<file path="config.mk">
export PLATFORM = sky130hd
export DESIGN_NAME = stack_with_flip_and_index
export DESIGN_NICKNAME = d
export VERILOG_FILES = /design/src/sv/swf_pkg.sv /design/src/sv/swf_ram.sv /design/src/sv/swf_ctrl.sv /design/src/sv/stack_with_flip_and_index.sv
export SDC_FILE = /design/constraint.sdc
export NUM_CORES = 2
export LEC_CHECK = 0
export BUFFER_PORTS_ARGS = -buffer_cell sky130_fd_sc_hd__clkbuf_2
export CORE_MARGIN = 2
export CORE_UTILIZATION = 25
export CTS_BUF_LIST = sky130_fd_sc_hd__clkbuf_16
export DETAILED_ROUTE_END_ITERATION = 8
export GPL_TIMING_DRIVEN = 0
export HOLD_SLACK_MARGIN = 0.05
export PLACE_DENSITY = 0.46
export SYNTH_ARGS = -nofsm -noshare
export SYNTH_HDL_FRONTEND = slang
export SYNTH_SLANG_ARGS = --single-unit
</file>
<file path="constraint.sdc">
create_clock -name clk -period 10.1 [get_ports clk]
set_clock_uncertainty 0.1 [all_clocks]
set_input_delay 2.02 -clock clk [delete_from_list [all_inputs] [get_ports clk]]
set_output_delay 2.02 -clock clk [all_outputs]
set_load 0.005 [all_outputs]
</file>
<file path="src/sv/swf_pkg.sv">
// Shared types and codes for the LIFO stack with flip and indexed read.
// No dependencies; used by swf_ctrl and stack_with_flip_and_index.
package swf_pkg;

  localparam int SWF_DEPTH  = 256;
  localparam int SWF_DATA_W = 8;
  localparam int SWF_POS_W  = 9;
  localparam int SWF_CNT_W  = 9;
  localparam int SWF_ACT_W  = 3;
  localparam int SWF_STS_W  = 2;

  localparam logic [SWF_ACT_W-1:0] ACT_PUSH  = 3'd0;
  localparam logic [SWF_ACT_W-1:0] ACT_POP   = 3'd1;
  localparam logic [SWF_ACT_W-1:0] ACT_PEEK  = 3'd2;
  localparam logic [SWF_ACT_W-1:0] ACT_READ  = 3'd3;
  localparam logic [SWF_ACT_W-1:0] ACT_FLIP  = 3'd4;
  localparam logic [SWF_ACT_W-1:0] ACT_CLEAR = 3'd5;

  localparam logic [SWF_STS_W-1:0] STS_OK    = 2'd0;
  localparam logic [SWF_STS_W-1:0] STS_FULL  = 2'd1;
  localparam logic [SWF_STS_W-1:0] STS_EMPTY = 2'd2;
  localparam logic [SWF_STS_W-1:0] STS_RANGE = 2'd3;

  typedef struct packed {
    logic [SWF_ACT_W-1:0]  action;
    logic [SWF_DATA_W-1:0] push_value;
    logic [SWF_POS_W-1:0]  position;
  } swf_req_t;

  typedef struct packed {
    logic [SWF_DATA_W-1:0] read_value;
    logic [SWF_STS_W-1:0]  status;
    logic [SWF_CNT_W-1:0]  entry_count;
    logic                  is_empty;
  } swf_rsp_t;

endpackage

</file>
<file path="src/sv/swf_ram.sv">
// Generic single-port synchronous RAM with registered read data.
// No dependencies.
module swf_ram #(
  parameter int WIDTH = 8,
  parameter int DEPTH = 256
) (
  input  logic                                  clk,
  input  logic                                  en,
  input  logic                                  we,
  input  logic [(DEPTH > 1 ? $clog2(DEPTH) : 1)-1:0] addr,
  input  logic [WIDTH-1:0]                      wdata,
  output logic [WIDTH-1:0]                      rdata
);

  logic [WIDTH-1:0] mem [DEPTH];

  always_ff @(posedge clk) begin
    if (en) begin
      if (we) begin
        mem[addr] <= wdata;
      end else begin
        rdata <= mem[addr];
      end
    end
  end

endmodule

</file>
<file path="src/sv/swf_ctrl.sv">
// Stack control: count, bottom slot and direction, slot address math,
// RAM request and registered result fields. Depends on swf_pkg.
module swf_ctrl #(
  parameter int DEPTH = swf_pkg::SWF_DEPTH
) (
  input  logic                                       clk,
  input  logic                                       rst,
  input  logic                                       start,
  input  swf_pkg::swf_req_t                          req,
  output logic                                       busy,
  output logic                                       mem_en,
  output logic                                       mem_we,
  output logic [(DEPTH > 1 ? $clog2(DEPTH) : 1)-1:0] mem_addr,
  output logic [swf_pkg::SWF_DATA_W-1:0]             mem_wdata,
  output logic                                       done,
  output logic                                       rd_sel,
  output logic [swf_pkg::SWF_STS_W-1:0]              status,
  output logic [swf_pkg::SWF_CNT_W-1:0]              entry_count,
  output logic                                       is_empty
);
  import swf_pkg::*;

  localparam int AW    = (DEPTH > 1) ? $clog2(DEPTH) : 1;
  localparam int CW    = $clog2(DEPTH + 1);
  localparam int CMP_W = (CW > SWF_POS_W) ? CW : SWF_POS_W;

  logic [CW-1:0]        count, count_next;
  logic [AW-1:0]        bottom, bottom_next;
  logic                 reversed, reversed_next;

  logic                 accept;
  logic [CMP_W-1:0]     pos_ext, cnt_ext, pos_m1;
  logic [CW-1:0]        cnt_m1;
  logic [AW-1:0]        offset;
  logic [AW:0]          slot_sum;
  logic [AW-1:0]        slot;
  logic                 pos_ok;
  logic [SWF_STS_W-1:0] status_next;
  logic                 rd_next;

  assign accept  = start && !busy;
  assign pos_ext = CMP_W'(req.position);
  assign cnt_ext = CMP_W'(count);
  assign pos_m1  = pos_ext - CMP_W'(1);
  assign cnt_m1  = count - CW'(1);
  assign pos_ok  = (pos_ext != '0) && (pos_ext <= cnt_ext);

  // offset from the bottom of the entry this request touches
  always_comb begin
    case (req.action)
      ACT_PUSH: offset = count[AW-1:0];
      ACT_READ: offset = pos_m1[AW-1:0];
      default:  offset = cnt_m1[AW-1:0];
    endcase
  end

  // circular slot: both forms land in [0, 2*DEPTH), one subtract reduces
  always_comb begin
    if (reversed) begin
      slot_sum = {1'b0, bottom} + (AW+1)'(DEPTH) - {1'b0, offset};
    end else begin
      slot_sum = {1'b0, bottom} + {1'b0, offset};
    end
    if (slot_sum >= (AW+1)'(DEPTH)) begin
      slot = AW'(slot_sum - (AW+1)'(DEPTH));
    end else begin
      slot = slot_sum[AW-1:0];
    end
  end

  always_comb begin
    count_next    = count;
    bottom_next   = bottom;
    reversed_next = reversed;
    status_next   = STS_OK;
    rd_next       = 1'b0;
    mem_en        = 1'b0;
    mem_we        = 1'b0;
    mem_addr      = slot;
    mem_wdata     = req.push_value;
    unique case (req.action)
      ACT_PUSH: begin
        if (count == CW'(DEPTH)) begin
          status_next = STS_FULL;
        end else begin
          mem_en     = accept;
          mem_we     = 1'b1;
          count_next = count + CW'(1);
        end
      end
      ACT_POP, ACT_PEEK: begin
        if (count == '0) begin
          status_next = STS_EMPTY;
        end else begin
          mem_en  = accept;
          rd_next = 1'b1;
          if (req.action == ACT_POP) begin
            count_next = cnt_m1;
          end
        end
      end
      ACT_READ: begin
        if (!pos_ok) begin
          status_next = STS_RANGE;
        end else begin
          mem_en  = accept;
          rd_next = 1'b1;
        end
      end
      ACT_FLIP: begin
        if (count != '0) begin
          bottom_next = slot;
        end
        reversed_next = !reversed;
      end
      ACT_CLEAR: begin
        count_next    = '0;
        bottom_next   = '0;
        reversed_next = 1'b0;
      end
      default: begin
      end
    endcase
  end

  always_ff @(posedge clk) begin
    if (rst) begin
      busy     <= 1'b1;
      done     <= 1'b0;
      rd_sel   <= 1'b0;
      count    <= '0;
      bottom   <= '0;
      reversed <= 1'b0;
    end else begin
      busy   <= 1'b0;
      done   <= accept;
      rd_sel <= accept && rd_next;
      if (accept) begin
        count    <= count_next;
        bottom   <= bottom_next;
        reversed <= reversed_next;
      end
    end
  end

  // result fields; read data joins from the RAM in the top level
  always_ff @(posedge clk) begin
    if (accept) begin
      status      <= status_next;
      entry_count <= SWF_CNT_W'(count_next);
      is_empty    <= (count_next == '0);
    end
  end

endmodule

</file>
<file path="src/sv/stack_with_flip_and_index.sv">
// Top level of the LIFO stack with order flip and indexed read.
// Depends on swf_pkg, swf_ctrl and swf_ram.
//
// Usage:
//   Request channel: drive req and raise start; the request transfers on a
//   rising edge where start is high and busy is low. Actions are push, pop,
//   peek, read at a position from the bottom, flip order and clear.
//   Result channel: done is high for exactly one cycle, the cycle after the
//   transfer, with rsp valid in that cycle. Every request gives one result.
//   One request can transfer every cycle while busy is low. This is
//   allowed by the single RAM port: each request makes at most one access,
//   and the read data comes out of the RAM's output register.
//   A flip only moves the bottom slot to the old top (if the stack is not
//   empty) and inverts the direction, so it makes no RAM access.
//   Reset (rst, synchronous) empties the stack; RAM contents are not
//   cleared and are never read before being written. busy is high while
//   rst is applied and for the cycle after.
//   The receiver cannot stall: a result not taken in its cycle is lost.
module stack_with_flip_and_index #(
  parameter int DEPTH = swf_pkg::SWF_DEPTH
) (
  input  logic              clk,
  input  logic              rst,
  input  logic              start,
  input  swf_pkg::swf_req_t req,
  output logic              busy,
  output logic              done,
  output swf_pkg::swf_rsp_t rsp
);
  import swf_pkg::*;

  localparam int AW = (DEPTH > 1) ? $clog2(DEPTH) : 1;

  logic                  mem_en;
  logic                  mem_we;
  logic [AW-1:0]         mem_addr;
  logic [SWF_DATA_W-1:0] mem_wdata;
  logic [SWF_DATA_W-1:0] mem_rdata;
  logic                  rd_sel;
  logic [SWF_STS_W-1:0]  status;
  logic [SWF_CNT_W-1:0]  entry_count;
  logic                  is_empty;

  swf_ctrl #(
    .DEPTH(DEPTH)
  ) u_ctrl (
    .clk        (clk),
    .rst        (rst),
    .start      (start),
    .req        (req),
    .busy       (busy),
    .mem_en     (mem_en),
    .mem_we     (mem_we),
    .mem_addr   (mem_addr),
    .mem_wdata  (mem_wdata),
    .done       (done),
    .rd_sel     (rd_sel),
    .status     (status),
    .entry_count(entry_count),
    .is_empty   (is_empty)
  );

  swf_ram #(
    .WIDTH(SWF_DATA_W),
    .DEPTH(DEPTH)
  ) u_ram (
    .clk  (clk),
    .en   (mem_en),
    .we   (mem_we),
    .addr (mem_addr),
    .wdata(mem_wdata),
    .rdata(mem_rdata)
  );

  always_comb begin
    rsp.read_value  = rd_sel ? mem_rdata : '0;
    rsp.status      = status;
    rsp.entry_count = entry_count;
    rsp.is_empty    = is_empty;
  end

endmodule

</file>
Word-level counts from Yosys, hierarchy flattened
Memory sizes are Yosys's and may differ from the RTL's. A register that Yosys moved wholly into a read port is not among the register bits.
Index checks and enable logic that the tools add are counted.
W data, S select, Z words.
{"block": "word_totals", "mem_bits_ro": 0, "memories": 1, "latchBits": 0, "ramBits": 2048, "in_bits": 23, "out_inout_bits": 22, "register_bits": 33}
{"block": "classes", "n_eq_ne": 7, "div_mod_pow": 0, "mux": 28, "bitwise_logic": 1, "add_sub_neg": 7, "n_reduce_logical": 15, "multipliers": 0, "n_lt_le_gt_ge": 2, "shift": 0}
{"name": "u_ram.mem", "words": 256, "word_bits": 8, "rd": 1, "rd_clocked_by_memory_dff": 1, "write_ports": 1, "line_no": "swf_ram.sv:15", "source": "logic [WIDTH-1:0] mem [DEPTH];"}
{"cell": "$mux W9", "count": 4}
{"cell": "$pmux W8 S2", "count": 2}
{"cell": "$pmux W9 S3", "count": 1}
{"cell": "$mux W8", "count": 3}
{"cell": "$logic_not A9 Y1", "count": 2}
{"cell": "$reduce_bool A9 Y1", "count": 2}
{"cell": "$sub A8 B1 Y8 const B", "count": 2}
{"cell": "$mux W1", "count": 12}
{"cell": "$add A8 B8 Y9", "count": 1}
{"cell": "$add A8 B9 Y9 const B", "count": 1}
{"cell": "$add A9 B1 Y9 const B", "count": 1}
{"cell": "$eq A9 B9 Y1 const B", "count": 1}
{"cell": "$ge A9 B9 Y1 const B", "count": 1}
{"cell": "$le A9 B9 Y1", "count": 1}
{"cell": "$sub A9 B1 Y9 const B", "count": 1}
{"cell": "$sub A9 B8 Y9", "count": 1}
{"cell": "$eq A3 B2 Y1 const B", "count": 2}
{"cell": "$eq A3 B3 Y1 const B", "count": 2}
{"cell": "$pmux W2 S3", "count": 1}
{"cell": "$mux W2", "count": 2}
{"cell": "$pmux W1 S2", "count": 2}
{"cell": "$reduce_and A2 Y1", "count": 2}
{"cell": "$eq A3 B1 Y1 const B", "count": 1}
{"cell": "$logic_and A1 B1 Y1", "count": 3}
{"cell": "other kinds (8)", "count": 9}

Longest topological paths before layout
{"block": "depth", "ltp_word": 8, "ltp_mapped": 21}

Cells and area by module
From an unflattened synthesis, not the netlist that was laid out.
{"block": "hier_totals", "hier_cells": 3928, "area_unflattened_um2": 81627.0}
{"module": "swf_ram", "seq_area_each_um2": 61739.2, "n_inst": 1, "area_per_inst_um2": 78376.4, "cells_each": 3526}
{"module": "swf_ctrl", "seq_area_each_um2": 780.7, "n_inst": 1, "area_per_inst_um2": 3193.1, "cells_each": 393}
{"module": "stack_with_flip_and_index", "seq_area_each_um2": 0.0, "n_inst": 1, "area_per_inst_um2": 57.6, "cells_each": 9}

Worst setup path after synthesis
OpenSTA, ideal clock, no wires.
{"block": "synth_path", "path_kind": "in2reg", "from": "input port req[18] (netlist bit)", "to": "memory u_ram.mem[105][0] (enable)", "stages": 16, "path_buffers": 6, "setup_slack_ps": 3604, "t_arrival_ps": 6026, "required_ps": 9630, "setup_time_ps": 370, "cell_sequence": "clkbuf_1 nor3_1 nand2_1 o221ai_1 ha_1 inv_1 fa_1 mux2_2 buf_2 clkbuf_1 clkbuf_1 buf_2 nor4_1 nand3_1 clkbuf_1 nor2_1"}
{"block": "synth_between", "elab_chain_len": 6, "elab_cells_between_ends": 17, "classes_between": "add/sub (3); order compare (1); eq/ne (3); mux (8); reduce/logical (2)"}
{"item": "start, declared", "line_no": "stack_with_flip_and_index.sv:25", "source": "input swf_pkg::swf_req_t req,"}
{"item": "$eq A3 B2 Y1 or $logic_not A3 Y1 (tied branches)", "line_no": "swf_ctrl.sv:50, swf_ctrl.sv:81"}
{"item": "$pmux W8 S2", "line_no": "swf_ctrl.sv:50", "source": "case (req.action)"}
{"item": "$sub A9 B8 Y9 or $add A8 B8 Y9 (tied branches)", "line_no": "swf_ctrl.sv:60, swf_ctrl.sv:62"}
{"item": "$mux W9", "line_no": "swf_ctrl.sv:59", "source": "if (reversed) begin"}
{"item": "$sub A8 B1 Y8 or $ge A9 B9 Y1 (tied branches)", "line_no": "swf_ctrl.sv:65, swf_ctrl.sv:64"}
{"item": "$mux W8", "line_no": "swf_ctrl.sv:64", "source": "if (slot_sum >= (AW+1)'(DEPTH)) begin"}
{"item": "end, declared", "line_no": "swf_ram.sv:15"}
Parallel ways exist; a longest one is shown, timed or not.

Worst setup path after layout
{"block": "layout_path", "from": "input port req[18] (netlist bit)", "to": "memory u_ram.mem[177][5] (enable)"}
The elaborated chain is that of the path after synthesis.

==> metrics.txt <==
multi-input logic area=18,600 um2; Die Span X=578 um; Total Neg Setup Slack=0 ns; fin. max-slew vios=0; Final ANT Viol Nets=0; worst reg2reg endpoint=u_ram.mem[177][5]; Setup crit start kind=input port; total number of vias=41.5k; Highest Signal Layer=met5; final period utilization=0.986; clock latency on the worst-skew pair=0.84 ns; Tightest Hold Check Type=flop to flop; largest net degree at the start of global routing=133; fmax=0.100 GHz; Storage cell area=62,500 um2; r2r setup slk=1.25 ns; Die Ht=578 um; unrepaired setup endpoints after global routing=no; Crit path buffers/inverters=8; area grow syn2layout=15.7%; Hold EP=u_ctrl.bottom[6]; GPL Wtd Cong=0.846; proportion of synthesized area in mux cells=0.167; failing checks=design-rule violations; Post-Synth Adder-Cell Area=0.00444; Post-Synth XOR/XNOR Area=0.00117; TritonCTS Sinks=2,089; GRT Resource Usage Total=0.147; Synth Flop Type=edfxtp_1; initial core utilization=0.251; synthesized area=82,300 um2; CTS tree=done; CP max FO=10; CTS clock-pin slew for the worst setup and hold paths=0.07 ns; GRT overflow=0; fraction of layout cells with a size suffix above 1=0.241; # nets final=4,245; Initial DRT Pass Iterations=9; Post-synth EDFFs=2,068; cell area after layout=95,200 um2; Core Rows=210; vias in the first global route=42.0k; drt wl/cell=28.6 um; max cap viols=0; Synthesized Nets=3,960; critical path data arrival time=10.35 ns; die area=334,000 um2; VDD IR max=0.134 mV; Starting DRT DRC Count=4,677; Worst EP required=10.49 ns; Routed WL=249,000 um; Core Footprint=327,000 um2; I/O pins=45; Hold Crit Depth=2; fill count=32.2k; dpl cell area=88,500 um2; worst slew pin tran=1.40 ns; sequential fraction of the synthesis area=0.760; crit-path max cell delay=1.03 ns; largest family of logic cells by synthesized area=multiplexers; status=finished with violations; Setup Viol. Count Final=0; HP Start=u_ctrl.bottom[6]; via-per-instance ratio=4.76; Worst path depth=17; DR DRC count=7; wl on met1=110,000 um; Reg2Reg Depth=15; min Tclk post-route=9.96 ns; IO buf count=44; first-pass GRT wire length=343,000 um; CP Cell Sequence=clkbuf_2 -> clkbuf_1 -> nor3_1 -> nand2_1 -> o221ai_1 -> ha_1 -> inv_1 -> fa_1 -> mux2_2 -> buf_2 -> clkbuf_1 -> clkbuf_1 -> buf_2 -> nor4_1 -> nand2_1 -> clkbuf_2 -> nor2_1; met3 WL post-DR=17,200 um; CP Class=input port to flop; most common cell after layout, fill and taps aside=edfxtp_1; Slew headroom=0.0693; DR WL met2=115,000 um; #FFs+latches synth=2,089; Post-CTS Hold Fix Bufs=0; DP Wirelength=162,000 um; CTS H-tree depth=4; CP endpoint kind=flop; syn avg cell area=21.0 um2; Pwr Density=212 nW/um2; synth unique cells=73; Synth Area in Compound Gates=0.0219; family with the most delay on the worst path=simple AND/OR/NAND/NOR gates; reg2reg start=u_ctrl.cnt_ext[0]; Worst path slowest cell=nor4_1; Static Leakage=28.9 nW; Layout Utilization=0.291; initial antenna violation count=15; clk buf depth=4; Final Hold Vio Count=0; most frequent cells in the layout=edfxtp_1, mux4_2, nor2_1; post-synthesis simple-gate area fraction=0.0317; Ys Warns=0; most used cell, CP=clkbuf_1; number of buffers created by CTS=220; root buffer cell=clkbuf_16; asr flop ratio synth=0; Syn Inst Count=3,909
## worst max path at each step
stage                                   end    start  slack [ns]
final                     u_ram.mem[177][5]  req[18]        0.14
after floorplan           u_ram.mem[105][0]  req[18]        3.60
after global placement    u_ram.mem[216][3]  req[18]       -1.64
after global routing      u_ram.mem[165][1]  req[18]        0.06
after detailed placement   u_ram.mem[89][2]  req[18]       -0.88
after CTS                 u_ram.mem[217][7]  req[18]        0.05
## Yosys cell counts, drive strengths merged (3+ instances only)
master   number  share of area
a211oi        8        0.00079
a21o          3        0.00027
a21oi        52         0.0033
a221oi       27         0.0029
a22oi        18         0.0016
a31oi        21         0.0016
a32oi        26         0.0028
and2         11        0.00084
and3         20         0.0015
buf         142         0.0083
clkbuf       95         0.0043
dfxtp        21         0.0051
edfxtp     2068           0.75
ha           26         0.0040
inv          31         0.0014
mux2i        74         0.0090
mux4        576           0.16
nand2       182         0.0084
nand2b        3        0.00023
nand3        16         0.0010
nand4         3        0.00023
nor2        308          0.014
nor2b         4        0.00030
nor3         21         0.0013
nor4         17         0.0014
o2111ai       8        0.00085
o211ai       18         0.0016
o21a          4        0.00037
o21ai        20         0.0012
o221ai       11         0.0012
o22ai        10        0.00076
o31ai         4        0.00037
or3          15         0.0012
or4           3        0.00027
xnor2         6        0.00064
xor2          5        0.00053
## logic make-up (layout without fill, tap and decap cells)
kind of cell,count (synthesis),in the layout
multiplexers,651,651
other,0,4
adder cells (fa/ha/maj),28,28
buffers and inverters,268,721
flip-flops,2089,2089
AND/OR/NAND/NOR,612,612
XOR/XNOR,11,11
AO/OA/AOI/OAI,250,250
## registers in the layout (all words and copies together) (netlist names)
signal              flops
u_ram.mem            2048
u_ram.rdata             8
u_ctrl.is_empty         1
u_ctrl.done             1
u_ctrl.entry_count      9
u_ctrl.busy             1
u_ctrl.reversed         1
u_ctrl.status           2
u_ctrl.bottom           8
u_ctrl.cnt_ext          9
u_ctrl.rd_sel           1
## layout make-up
| type | instances | area share |
|---|---|---|
| clock buffer | 223 | 0.0586 |
| timing repair buffer | 63 | 0.00796 |
| clock inverter | 167 | 0.0116 |
| sequential | 2089 | 0.657 |
| inverter | 31 | 0.00122 |
| multi-input combinational | 1552 | 0.195 |
| tap | 4346 | 0.0571 |
| buffer | 237 | 0.0112 |
| antenna | 4 | 0.000105 |
## per-layer routing
metal,track usage,vias to the layer above
met1,0.206,22700
met2,0.229,1525
met3,0.0318,341
met5,0.00837,-
li1,-,16900
met4,0.0384,8
## worst register-to-register path: stages, from the launching register on
cell,delay (ns)
dfxtp_1,0.41
clkbuf_1,0.41
inv_1,0.23
ha_1,0.38
o221ai_1,0.43
inv_1,0.15
fa_1,0.48
mux2_2,0.32
buf_2,0.31
clkbuf_1,0.65
clkbuf_1,0.54
buf_2,0.38
nor4_1,1.03
nand2_1,0.95
clkbuf_2,0.70
nor2_1,1.03
## timing repair
action	in CTS	in global routing
endpoints found under the setup margin	0	69
resized for setup	0	1
setup buffers	0	0
## stage by stage
stage / cells / hold WS [ns] / power [mW] / setup WS (ns)
after floorplan: 3909 / 0.387 / 11.3 / 3.60
after global placement: 8299 / 0.427 / 12.7 / -1.64
after detailed placement: 8318 / 0.428 / 12.7 / -0.882
after CTS: 8708 / 0.441 / 20.4 / 0.0453
after global routing: 8708 / 0.466 / 20.8 / 0.0598
final: 8712 / 0.442 / 20.2 / 0.137
## report_power, final
group	internal (mW)	leakage [nW]	switching, mW
Clock	4.30	3.52	3.38
Sequential	9.54	18.8	0.00454
Combinational	1.03	6.64	1.94
Total	14.9	28.9	5.33
(Power assumes the default switching activity.)
